--- src/rtl/sptq_pkg.sv ---
// Shared types and codes for the strict-priority task queue.
// Used by the top level and by its port checker; depends on nothing else.
`timescale 1ns / 1ps

package sptq_pkg;

    localparam int unsigned NUM_LANES = 3;

    typedef enum logic [2:0] {
        ACT_POST     = 3'd0,
        ACT_TAKE     = 3'd1,
        ACT_PAUSE    = 3'd2,
        ACT_RESUME   = 3'd3,
        ACT_SHUTDOWN = 3'd4,
        ACT_QUERY    = 3'd5
    } t_action;

    typedef enum logic [2:0] {
        ST_OK         = 3'd0,
        ST_EMPTY_TASK = 3'd1,
        ST_STOPPED    = 3'd2,
        ST_FULL       = 3'd3,
        ST_NOTHING    = 3'd4,
        ST_PAUSED     = 3'd5
    } t_status;

    typedef enum logic [1:0] {
        LANE_CRITICAL   = 2'd0,
        LANE_NORMAL     = 2'd1,
        LANE_BACKGROUND = 2'd2,
        LANE_NONE       = 2'd3
    } t_lane;

endpackage

--- src/rtl/strict_priority_task_queue_top.sv ---
// Strict-priority three-lane task queue: one task memory plus per-lane pointers.
// Depends on sptq_pkg for action, status and lane codes.
//
//   channel   | direction | transfer when       | signals
//   ----------+-----------+---------------------+-------------------------------------
//   command   | in        | start && !busy      | i_action, i_lane, i_task_handle,
//             |           |                     | i_task_present
//   result    | out       | o_valid (one cycle) | o_status, o_taken_task, o_taken_valid,
//             |           |                     | o_taken_lane, o_lane_count,
//             |           |                     | o_total_count, o_paused_flag,
//             |           |                     | o_stopped_flag
//
// Every command's result appears in the cycle after its transfer,
// and a new command may be issued in every cycle, so busy stays low.
// A take reads the lane head from the task memory at the transfer edge into a read
// register, so the taken task arrives together with the rest of the result.
// A post written at one edge is readable by a take at the next edge.
// Reset is synchronous and empties every lane; the task memory itself is not cleared.
// The receiver cannot stall, so each result is shown for exactly one cycle.
`timescale 1ns / 1ps

module strict_priority_task_queue_top #(
    parameter int unsigned LANE_DEPTH = 16,
    parameter int unsigned TASK_BITS  = 32
) (
    input  logic        i_clk,
    input  logic        i_rst_n,
    input  logic        start,
    output logic        busy,
    input  logic [2:0]  i_action,
    input  logic [1:0]  i_lane,
    input  logic [31:0] i_task_handle,
    input  logic        i_task_present,
    output logic        o_valid,
    output logic [2:0]  o_status,
    output logic [31:0] o_taken_task,
    output logic        o_taken_valid,
    output logic [1:0]  o_taken_lane,
    output logic [4:0]  o_lane_count,
    output logic [5:0]  o_total_count,
    output logic        o_paused_flag,
    output logic        o_stopped_flag
);
    import sptq_pkg::*;

    localparam int unsigned MEM_DEPTH = NUM_LANES * LANE_DEPTH;
    localparam int unsigned AW        = $clog2(MEM_DEPTH);
    localparam int unsigned IDX_W     = $clog2(LANE_DEPTH);
    localparam int unsigned CNT_W     = $clog2(LANE_DEPTH + 1);
    localparam int unsigned TOT_W     = $clog2(MEM_DEPTH + 1);

    localparam logic [AW-1:0]    BASE_NORMAL = AW'(LANE_DEPTH);
    localparam logic [AW-1:0]    BASE_BACKGR = AW'(2 * LANE_DEPTH);
    localparam logic [IDX_W-1:0] LAST_IDX    = IDX_W'(LANE_DEPTH - 1);
    localparam logic [CNT_W-1:0] FULL_CNT    = CNT_W'(LANE_DEPTH);

    // Task memory and per-lane pointers.
    logic [TASK_BITS-1:0] r_task_mem [MEM_DEPTH];
    logic [TASK_BITS-1:0] r_rd_data;

    logic [IDX_W-1:0] r_head [NUM_LANES];
    logic [IDX_W-1:0] r_tail [NUM_LANES];
    logic [CNT_W-1:0] r_fill [NUM_LANES];
    logic [IDX_W-1:0] n_head [NUM_LANES];
    logic [IDX_W-1:0] n_tail [NUM_LANES];
    logic [CNT_W-1:0] n_fill [NUM_LANES];
    logic             r_paused, n_paused;
    logic             r_stopped, n_stopped;

    // Result registers.
    logic             r_valid;
    t_status          r_status, n_status;
    logic             r_take_ok, n_take_ok;
    logic [1:0]       r_from, n_from;
    logic [CNT_W-1:0] r_lane_cnt, n_lane_cnt;
    logic [TOT_W-1:0] r_total, n_total;

    logic             accept;
    logic [1:0]       post_lane;
    logic             pick_any;
    logic [1:0]       pick_lane;
    logic             wr_en;
    logic [AW-1:0]    wr_addr;
    logic [AW-1:0]    rd_addr;

    logic [CNT_W+4:0] lane_cnt_ext;
    logic [TOT_W+5:0] total_ext;
    logic [TASK_BITS+31:0] taken_ext;

    function automatic logic [IDX_W-1:0] f_next(input logic [IDX_W-1:0] idx);
        return (idx == LAST_IDX) ? '0 : idx + 1'b1;
    endfunction

    function automatic logic [AW-1:0] f_base(input logic [1:0] lane);
        logic [AW-1:0] base;
        case (lane)
            LANE_NORMAL:     base = BASE_NORMAL;
            LANE_BACKGROUND: base = BASE_BACKGR;
            default:         base = '0;
        endcase
        return base;
    endfunction

    assign busy   = 1'b0;
    assign accept = start && !busy;

    // An unknown lane posts to normal.
    assign post_lane = (i_lane == LANE_NONE) ? LANE_NORMAL : i_lane;

    // Highest-priority lane that holds anything.
    always_comb begin
        pick_any  = 1'b1;
        pick_lane = LANE_CRITICAL;
        if (r_fill[0] != '0) begin
            pick_lane = LANE_CRITICAL;
        end else if (r_fill[1] != '0) begin
            pick_lane = LANE_NORMAL;
        end else if (r_fill[2] != '0) begin
            pick_lane = LANE_BACKGROUND;
        end else begin
            pick_any = 1'b0;
        end
    end

    assign wr_addr = f_base(post_lane) + AW'(r_tail[post_lane]);
    assign rd_addr = f_base(pick_lane) + AW'(r_head[pick_lane]);

    always_comb begin
        n_head    = r_head;
        n_tail    = r_tail;
        n_fill    = r_fill;
        n_paused  = r_paused;
        n_stopped = r_stopped;
        n_status  = ST_OK;
        n_take_ok = 1'b0;
        n_from    = LANE_CRITICAL;
        wr_en     = 1'b0;
        if (accept) begin
            case (t_action'(i_action))
                ACT_POST: begin
                    if (!i_task_present) begin
                        n_status = ST_EMPTY_TASK;
                    end else if (r_stopped) begin
                        n_status = ST_STOPPED;
                    end else if (r_fill[post_lane] == FULL_CNT) begin
                        n_status = ST_FULL;
                    end else begin
                        wr_en               = 1'b1;
                        n_tail[post_lane]   = f_next(r_tail[post_lane]);
                        n_fill[post_lane]   = r_fill[post_lane] + 1'b1;
                    end
                end
                ACT_TAKE: begin
                    if (r_stopped) begin
                        n_status = ST_STOPPED;
                    end else if (r_paused) begin
                        n_status = ST_PAUSED;
                    end else if (!pick_any) begin
                        n_status = ST_NOTHING;
                    end else begin
                        n_take_ok         = 1'b1;
                        n_from            = pick_lane;
                        n_head[pick_lane] = f_next(r_head[pick_lane]);
                        n_fill[pick_lane] = r_fill[pick_lane] - 1'b1;
                    end
                end
                ACT_PAUSE: begin
                    n_paused = 1'b1;
                end
                ACT_RESUME: begin
                    n_paused = 1'b0;
                end
                ACT_SHUTDOWN: begin
                    if (!r_stopped) begin
                        n_stopped = 1'b1;
                        for (int k = 0; k < NUM_LANES; k++) begin
                            n_head[k] = '0;
                            n_tail[k] = '0;
                            n_fill[k] = '0;
                        end
                    end
                end
                default: begin
                end
            endcase
        end
    end

    // Counts after the step; lane 3 reports zero.
    always_comb begin
        case (i_lane)
            LANE_CRITICAL:   n_lane_cnt = n_fill[0];
            LANE_NORMAL:     n_lane_cnt = n_fill[1];
            LANE_BACKGROUND: n_lane_cnt = n_fill[2];
            default:         n_lane_cnt = '0;
        endcase
        n_total = TOT_W'(n_fill[0]) + TOT_W'(n_fill[1]) + TOT_W'(n_fill[2]);
    end

    always_ff @(posedge i_clk) begin
        if (wr_en) begin
            r_task_mem[wr_addr] <= TASK_BITS'(i_task_handle);
        end
        if (n_take_ok) begin
            r_rd_data <= r_task_mem[rd_addr];
        end
    end

    always_ff @(posedge i_clk) begin
        if (!i_rst_n) begin
            for (int k = 0; k < NUM_LANES; k++) begin
                r_head[k] <= '0;
                r_tail[k] <= '0;
                r_fill[k] <= '0;
            end
            r_paused  <= 1'b0;
            r_stopped <= 1'b0;
            r_valid   <= 1'b0;
            r_take_ok <= 1'b0;
        end else begin
            r_head    <= n_head;
            r_tail    <= n_tail;
            r_fill    <= n_fill;
            r_paused  <= n_paused;
            r_stopped <= n_stopped;
            r_valid   <= accept;
            r_take_ok <= n_take_ok;
        end
    end

    always_ff @(posedge i_clk) begin
        if (accept) begin
            r_status   <= n_status;
            r_from     <= n_from;
            r_lane_cnt <= n_lane_cnt;
            r_total    <= n_total;
        end
    end

    // Counts are masked to the field widths when the lanes are deeper.
    assign lane_cnt_ext = {5'd0, r_lane_cnt};
    assign total_ext    = {6'd0, r_total};
    assign taken_ext    = {32'd0, r_rd_data};

    assign o_valid        = r_valid;
    assign o_status       = r_status;
    assign o_taken_valid  = r_take_ok;
    assign o_taken_task   = r_take_ok ? taken_ext[31:0] : '0;
    assign o_taken_lane   = r_take_ok ? r_from : LANE_CRITICAL;
    assign o_lane_count   = lane_cnt_ext[4:0];
    assign o_total_count  = total_ext[5:0];
    assign o_paused_flag  = r_paused;
    assign o_stopped_flag = r_stopped;

endmodule

--- config.mk ---
export PLATFORM = sky130hd
export DESIGN_NAME = strict_priority_task_queue_top
export DESIGN_NICKNAME = d
export VERILOG_FILES = /design/src/rtl/sptq_pkg.sv /design/src/rtl/strict_priority_task_queue_top.sv
export SDC_FILE = /design/constraint.sdc
export NUM_CORES = 2
export LEC_CHECK = 0
export ABC_AREA = 1
export BUFFER_PORTS_ARGS = -buffer_cell sky130_fd_sc_hd__clkbuf_2
export CAP_MARGIN = 25
export CORE_ASPECT_RATIO = 1.5
export CORE_MARGIN = 2
export CORE_UTILIZATION = 55
export DETAILED_ROUTE_END_ITERATION = 12
export PLACE_DENSITY_LB_ADDON = 0.1
export SETUP_SLACK_MARGIN = 0.3
export SLEW_MARGIN = 20
export SYNTH_ARGS = -nofsm -noshare
export SYNTH_HDL_FRONTEND = slang
export SYNTH_SLANG_ARGS = --single-unit
export TNS_END_PERCENT = 1
--- constraint.sdc ---
create_clock -name i_clk -period 4.75 [get_ports i_clk]
set_clock_uncertainty 0.05 [all_clocks]
set_input_delay 0.475 -clock i_clk [delete_from_list [all_inputs] [get_ports i_clk]]
set_output_delay 0.475 -clock i_clk [all_outputs]
set_load 0.005 [all_outputs]
==> impl_summary.md <==
Critical path
The largest single stage delay on the critical path is 0.51 ns. Counting both buffers and inverters, the worst setup path holds a total of 3. By startpoint and endpoint, the worst setup path is classified as register to register.

The data required time at the worst endpoint is 5.25 ns. The worst setup path is captured at a register. For the worst setup path, the data arrival time is 4.68 ns. The worst setup path is launched from a register. The highest fanout seen on the critical path is 6. The cell family contributing the most delay on the critical path is adder cells. The highest-delay cell along the critical path is sky130_fd_sc_hd__fa_1.

Traced cell by cell, the critical path runs through nor2_1, nand3_2, nor2_4, nand2_2, inv_2, a21oi_2, ha_1, inv_1, a21oi_1, o21ai_0, nand2_1, nand2_1, fa_1, ha_1, inv_1, fa_1, o21ai_0, xnor2_1.

Route
Once detail routing completed, the nets flagged for antenna violations numbered 0. After the first detailed-routing iteration, the DRC count stood at 4677. The final routed DRC violation total is 0. For this block, the via count after detailed routing is 46477. After detailed routing, the total wire length is 199000 µm. After detailed routing, the average wire length per cell comes to 24.7 µm.

The detailed-route vias per instance is 5.78. The iteration count of the initial detailed-routing pass is 5.

Timing
At the pin with the least slew margin, the transition time is 1.05 ns. The final critical delay including setup and external delays is 4.19 ns. Of the available clock period, the critical path in the final layout requires 88.2%. The number of failing hold endpoints at the final stage is 0. Headroom to the max-slew limit came out at 30.2%. The final-report max-slew violation count was 0. Setup repair after global routing left no endpoint under its margin. The final count of negative-setup-slack endpoints is 0. The timing-limited maximum frequency is 239 MHz. The total negative setup slack is 0 ns.

Yosys
The synthesized net count is 6214. The average cell area after synthesis is 11.3 µm². In the post-synthesis netlist, the biggest area contributors are sky130_fd_sc_hd__edfxtp_1 69%, sky130_fd_sc_hd__nand2_1 8.9%, sky130_fd_sc_hd__nand3_1 6.0%. For this run, the leading register cell type out of synthesis is sky130_fd_sc_hd__edfxtp_1. The commonest cells after synthesis are 1651 x sky130_fd_sc_hd__nand2_1, 1584 x sky130_fd_sc_hd__edfxtp_1, 885 x sky130_fd_sc_hd__inv_1. The sequential fraction of the synthesis area is 69.8%. For this run, the number of Yosys warnings is 0. Synthesis produced a netlist whose cell count is 6158.

The number of synthesized flops with an enable pin is 1584. The most frequent cell after synthesis is sky130_fd_sc_hd__nand2_1. The synthesized design spends more area on one cell type than any other, namely sky130_fd_sc_hd__edfxtp_1. After synthesis the netlist holds a flip-flop and latch count of 1627.

The fraction of synthesis flops using an asynchronous set or reset pin is 0%. The distinct cell type count after synthesis is 48. The share of the synthesized area in the top cell type is 68.6%.

The mapped netlist covers 69400 µm².

Clock network
The tree is rooted in a sky130_fd_sc_hd__clkbuf_16. Buffers inserted during clock tree synthesis total 152. The insertion delay to the later sink of the worst-skew pair is 0.82 ns.

The tree built by TritonCTS fans out to 1627 sinks. The maximum root-to-sink buffer count is 3. Clock-pin slew was measured on the worst setup and hold paths at 0.06 ns. The maximum level of the CTS H-tree is 4.

TritonCTS built the clock tree.

Place
After legalization and detailed placement, the total HPWL measured 115000 µm. The last weighted congestion value of the routability-driven placer is 0.910. Port buffering added 92 buffers.

Power and ir drop
In this run, the combinational gates consume 13.0% of the power. The leakage power of the design is 30.7 nW. The switching power as a share of total power is 26.2%. The part of the total power dissipated in the clock network is 37.5%. The overall power after layout is 32.1 mW.

The largest vdd supply drop is 0.391 mV. The net switching power figure is 8.41 mW. The power density relative to cell area is 411 nW/µm². The portion of total power attributed to sequential cells is 49.4%. The internal power of the cells is 23.7 mW.

Layout
Summing all flip-flop and latch instances after layout gives 48400 µm². After the last flow step, the layout net total stands at 6353. From synthesis to final layout, the design area changed by 12.4%. The post-route netlist has 10.4% of its cells at a drive strength greater than 1. The number of filler cells placed in the layout is 9727. The area used by multi-input combinational logic is 16300 µm².

Die
The floorplan die area is 129000 µm². The floorplan has 159 rows. The initial utilization of the core area, before any placement, comes to 55.4%. The die extent in x is 294 µm. In this run the count of I/O pins placed on the die edge is 94.

The chip height is 439 µm. The floorplan step defined a core boundary enclosing 125000 µm².

Outcome
The flow ran to the end, and the final reports show no timing, DRC or antenna violations.

Global route
The first-pass GRT wire length is 291000 µm. The total global routing overflow is 0. The maximum number of pins on one net before global-route repair is 100. The overall global routing resource usage is 31.1%. The number of global-route vias before repair is 44396. The initial antenna violation count is 10.

Min path
In this run the worst hold path is classified as input pin to register.

Flow run
Max-cap violations in this run came to 0.
## power by group through the flow
stage,combinational (mW),clock [mW],sequential [mW]
2_1_floorplan,2.62,0,16.2
3_3_place_gp,4.11,0,16.2
3_5_place_dp,4.15,0,16.2
4_1_cts,4.18,12.2,15.9
5_1_grt,4.59,12.7,15.9
6_report,4.18,12.0,15.9
## cell type report
class	instances	share of cell area (%)
Inverter	891	4.30
Clock inverter	105	1.21
Timing Repair Buffer	331	3.90
Sequential cell	1627	62.1
Multi-Input combinational cell	3294	20.9
Clock buffer	175	4.99
Tap cell	1610	2.58
Antenna cell	3	0.00963
## registers in the layout, summed over array words and instances (netlist names)
register,cells
r_task_mem,1536
r_from,2
r_head,12
o_taken_valid,1
o_lane_count,5
o_status,3
o_paused_flag,1
r_fill,15
r_rd_data,32
o_valid,1
o_stopped_flag,1
r_tail,12
o_total_count,6
## metrics by stage
| step | util [%] | std cells | hold slack [ns] | setup WS [ns] | area, µm² |
|---|---|---|---|---|---|
| 3_5_place_dp | 58.4 | 7749 | 0.402 | 0.322 | 73100 |
| 3_3_place_gp | 58.4 | 7749 | 0.400 | 0.299 | 73100 |
| 5_1_grt | 62.3 | 8035 | 0.132 | 0.303 | 78000 |
| 2_1_floorplan | - | 6158 | 0.391 | 0.385 | 69400 |
| 4_1_cts | 62.3 | 8032 | 0.0717 | 0.471 | 78000 |
| 6_report | 62.3 | 8036 | 0.118 | 0.562 | 78000 |
## cell families (layout without fill, tap and decap cells)
logic type	count (synthesis)	in the layout	synth area share [%]
buf+inv	1237	1502	7.31
other cells	1	4	0.00540
compound gates	588	588	6.10
simple gates	2683	2683	16.4
xor+xnor	7	7	0.0884
flops	1627	1627	69.8
fa+ha+maj	15	15	0.335
## worst min-delay path, stage by stage
cell and delay (ns):
sky130_fd_sc_hd__clkbuf_2 0.12, sky130_fd_sc_hd__inv_1 0.06, sky130_fd_sc_hd__buf_4 0.14, sky130_fd_sc_hd__nand3_1 0.07, sky130_fd_sc_hd__a21oi_1 0.05
## final timing paths
check,startpoint,slack (ns),endpoint,depth (start not counted)
max,r_fill[10],0.56,o_total_count[5],18
min reg2reg,r_tail[2],0.41,r_tail[2],2
max reg2reg,r_fill[10],0.56,o_total_count[5],18
min,i_lane[1],0.12,r_tail[10],5
## timing repair
item	4_1_cts	5_1_grt
hold buffers	3	0
endpoints found under the hold margin	4	0
setup endpoints to repair	0	2
resized for setup	0	4
setup buffers	0	1
## layout by cell type (no fill, tap or decap), drive strengths merged, types with 2 or more instances in the layout
cell,Yosys,routed
buf,259,236
o21ai,30,30
o211ai,486,486
clkbuf,87,267
nor3,6,6
nand3,839,839
ha,9,9
xnor2,4,4
or2,65,65
nor2,112,112
clkinv,2,76
a21oi,56,56
fa,6,6
nand4,4,4
nand2,1654,1654
a311oi,2,2
dfxtp,43,43
xor2,3,3
bufinv,0,12
o22ai,3,3
a21boi,2,2
inv,889,900
edfxtp,1584,1584
dlygate4sd3,0,3
clkinvlp,0,8
diode,0,3
a31oi,3,3
## metal layers
metal | wire length (µm) | track usage, % | part of all wire (%) | vias up
met1 | 75900 | 39.3 | 38 | 22852
li1 | - | - | - | 21357
met2 | 99400 | 53.0 | 50 | 1822
met5 | 45 | 0 | 0.023 | -
met3 | 13900 | 5.00 | 7.0 | 438
met4 | 9370 | 13.9 | 4.7 | 8
No activity file was read; power rests on OpenSTA's default activity.
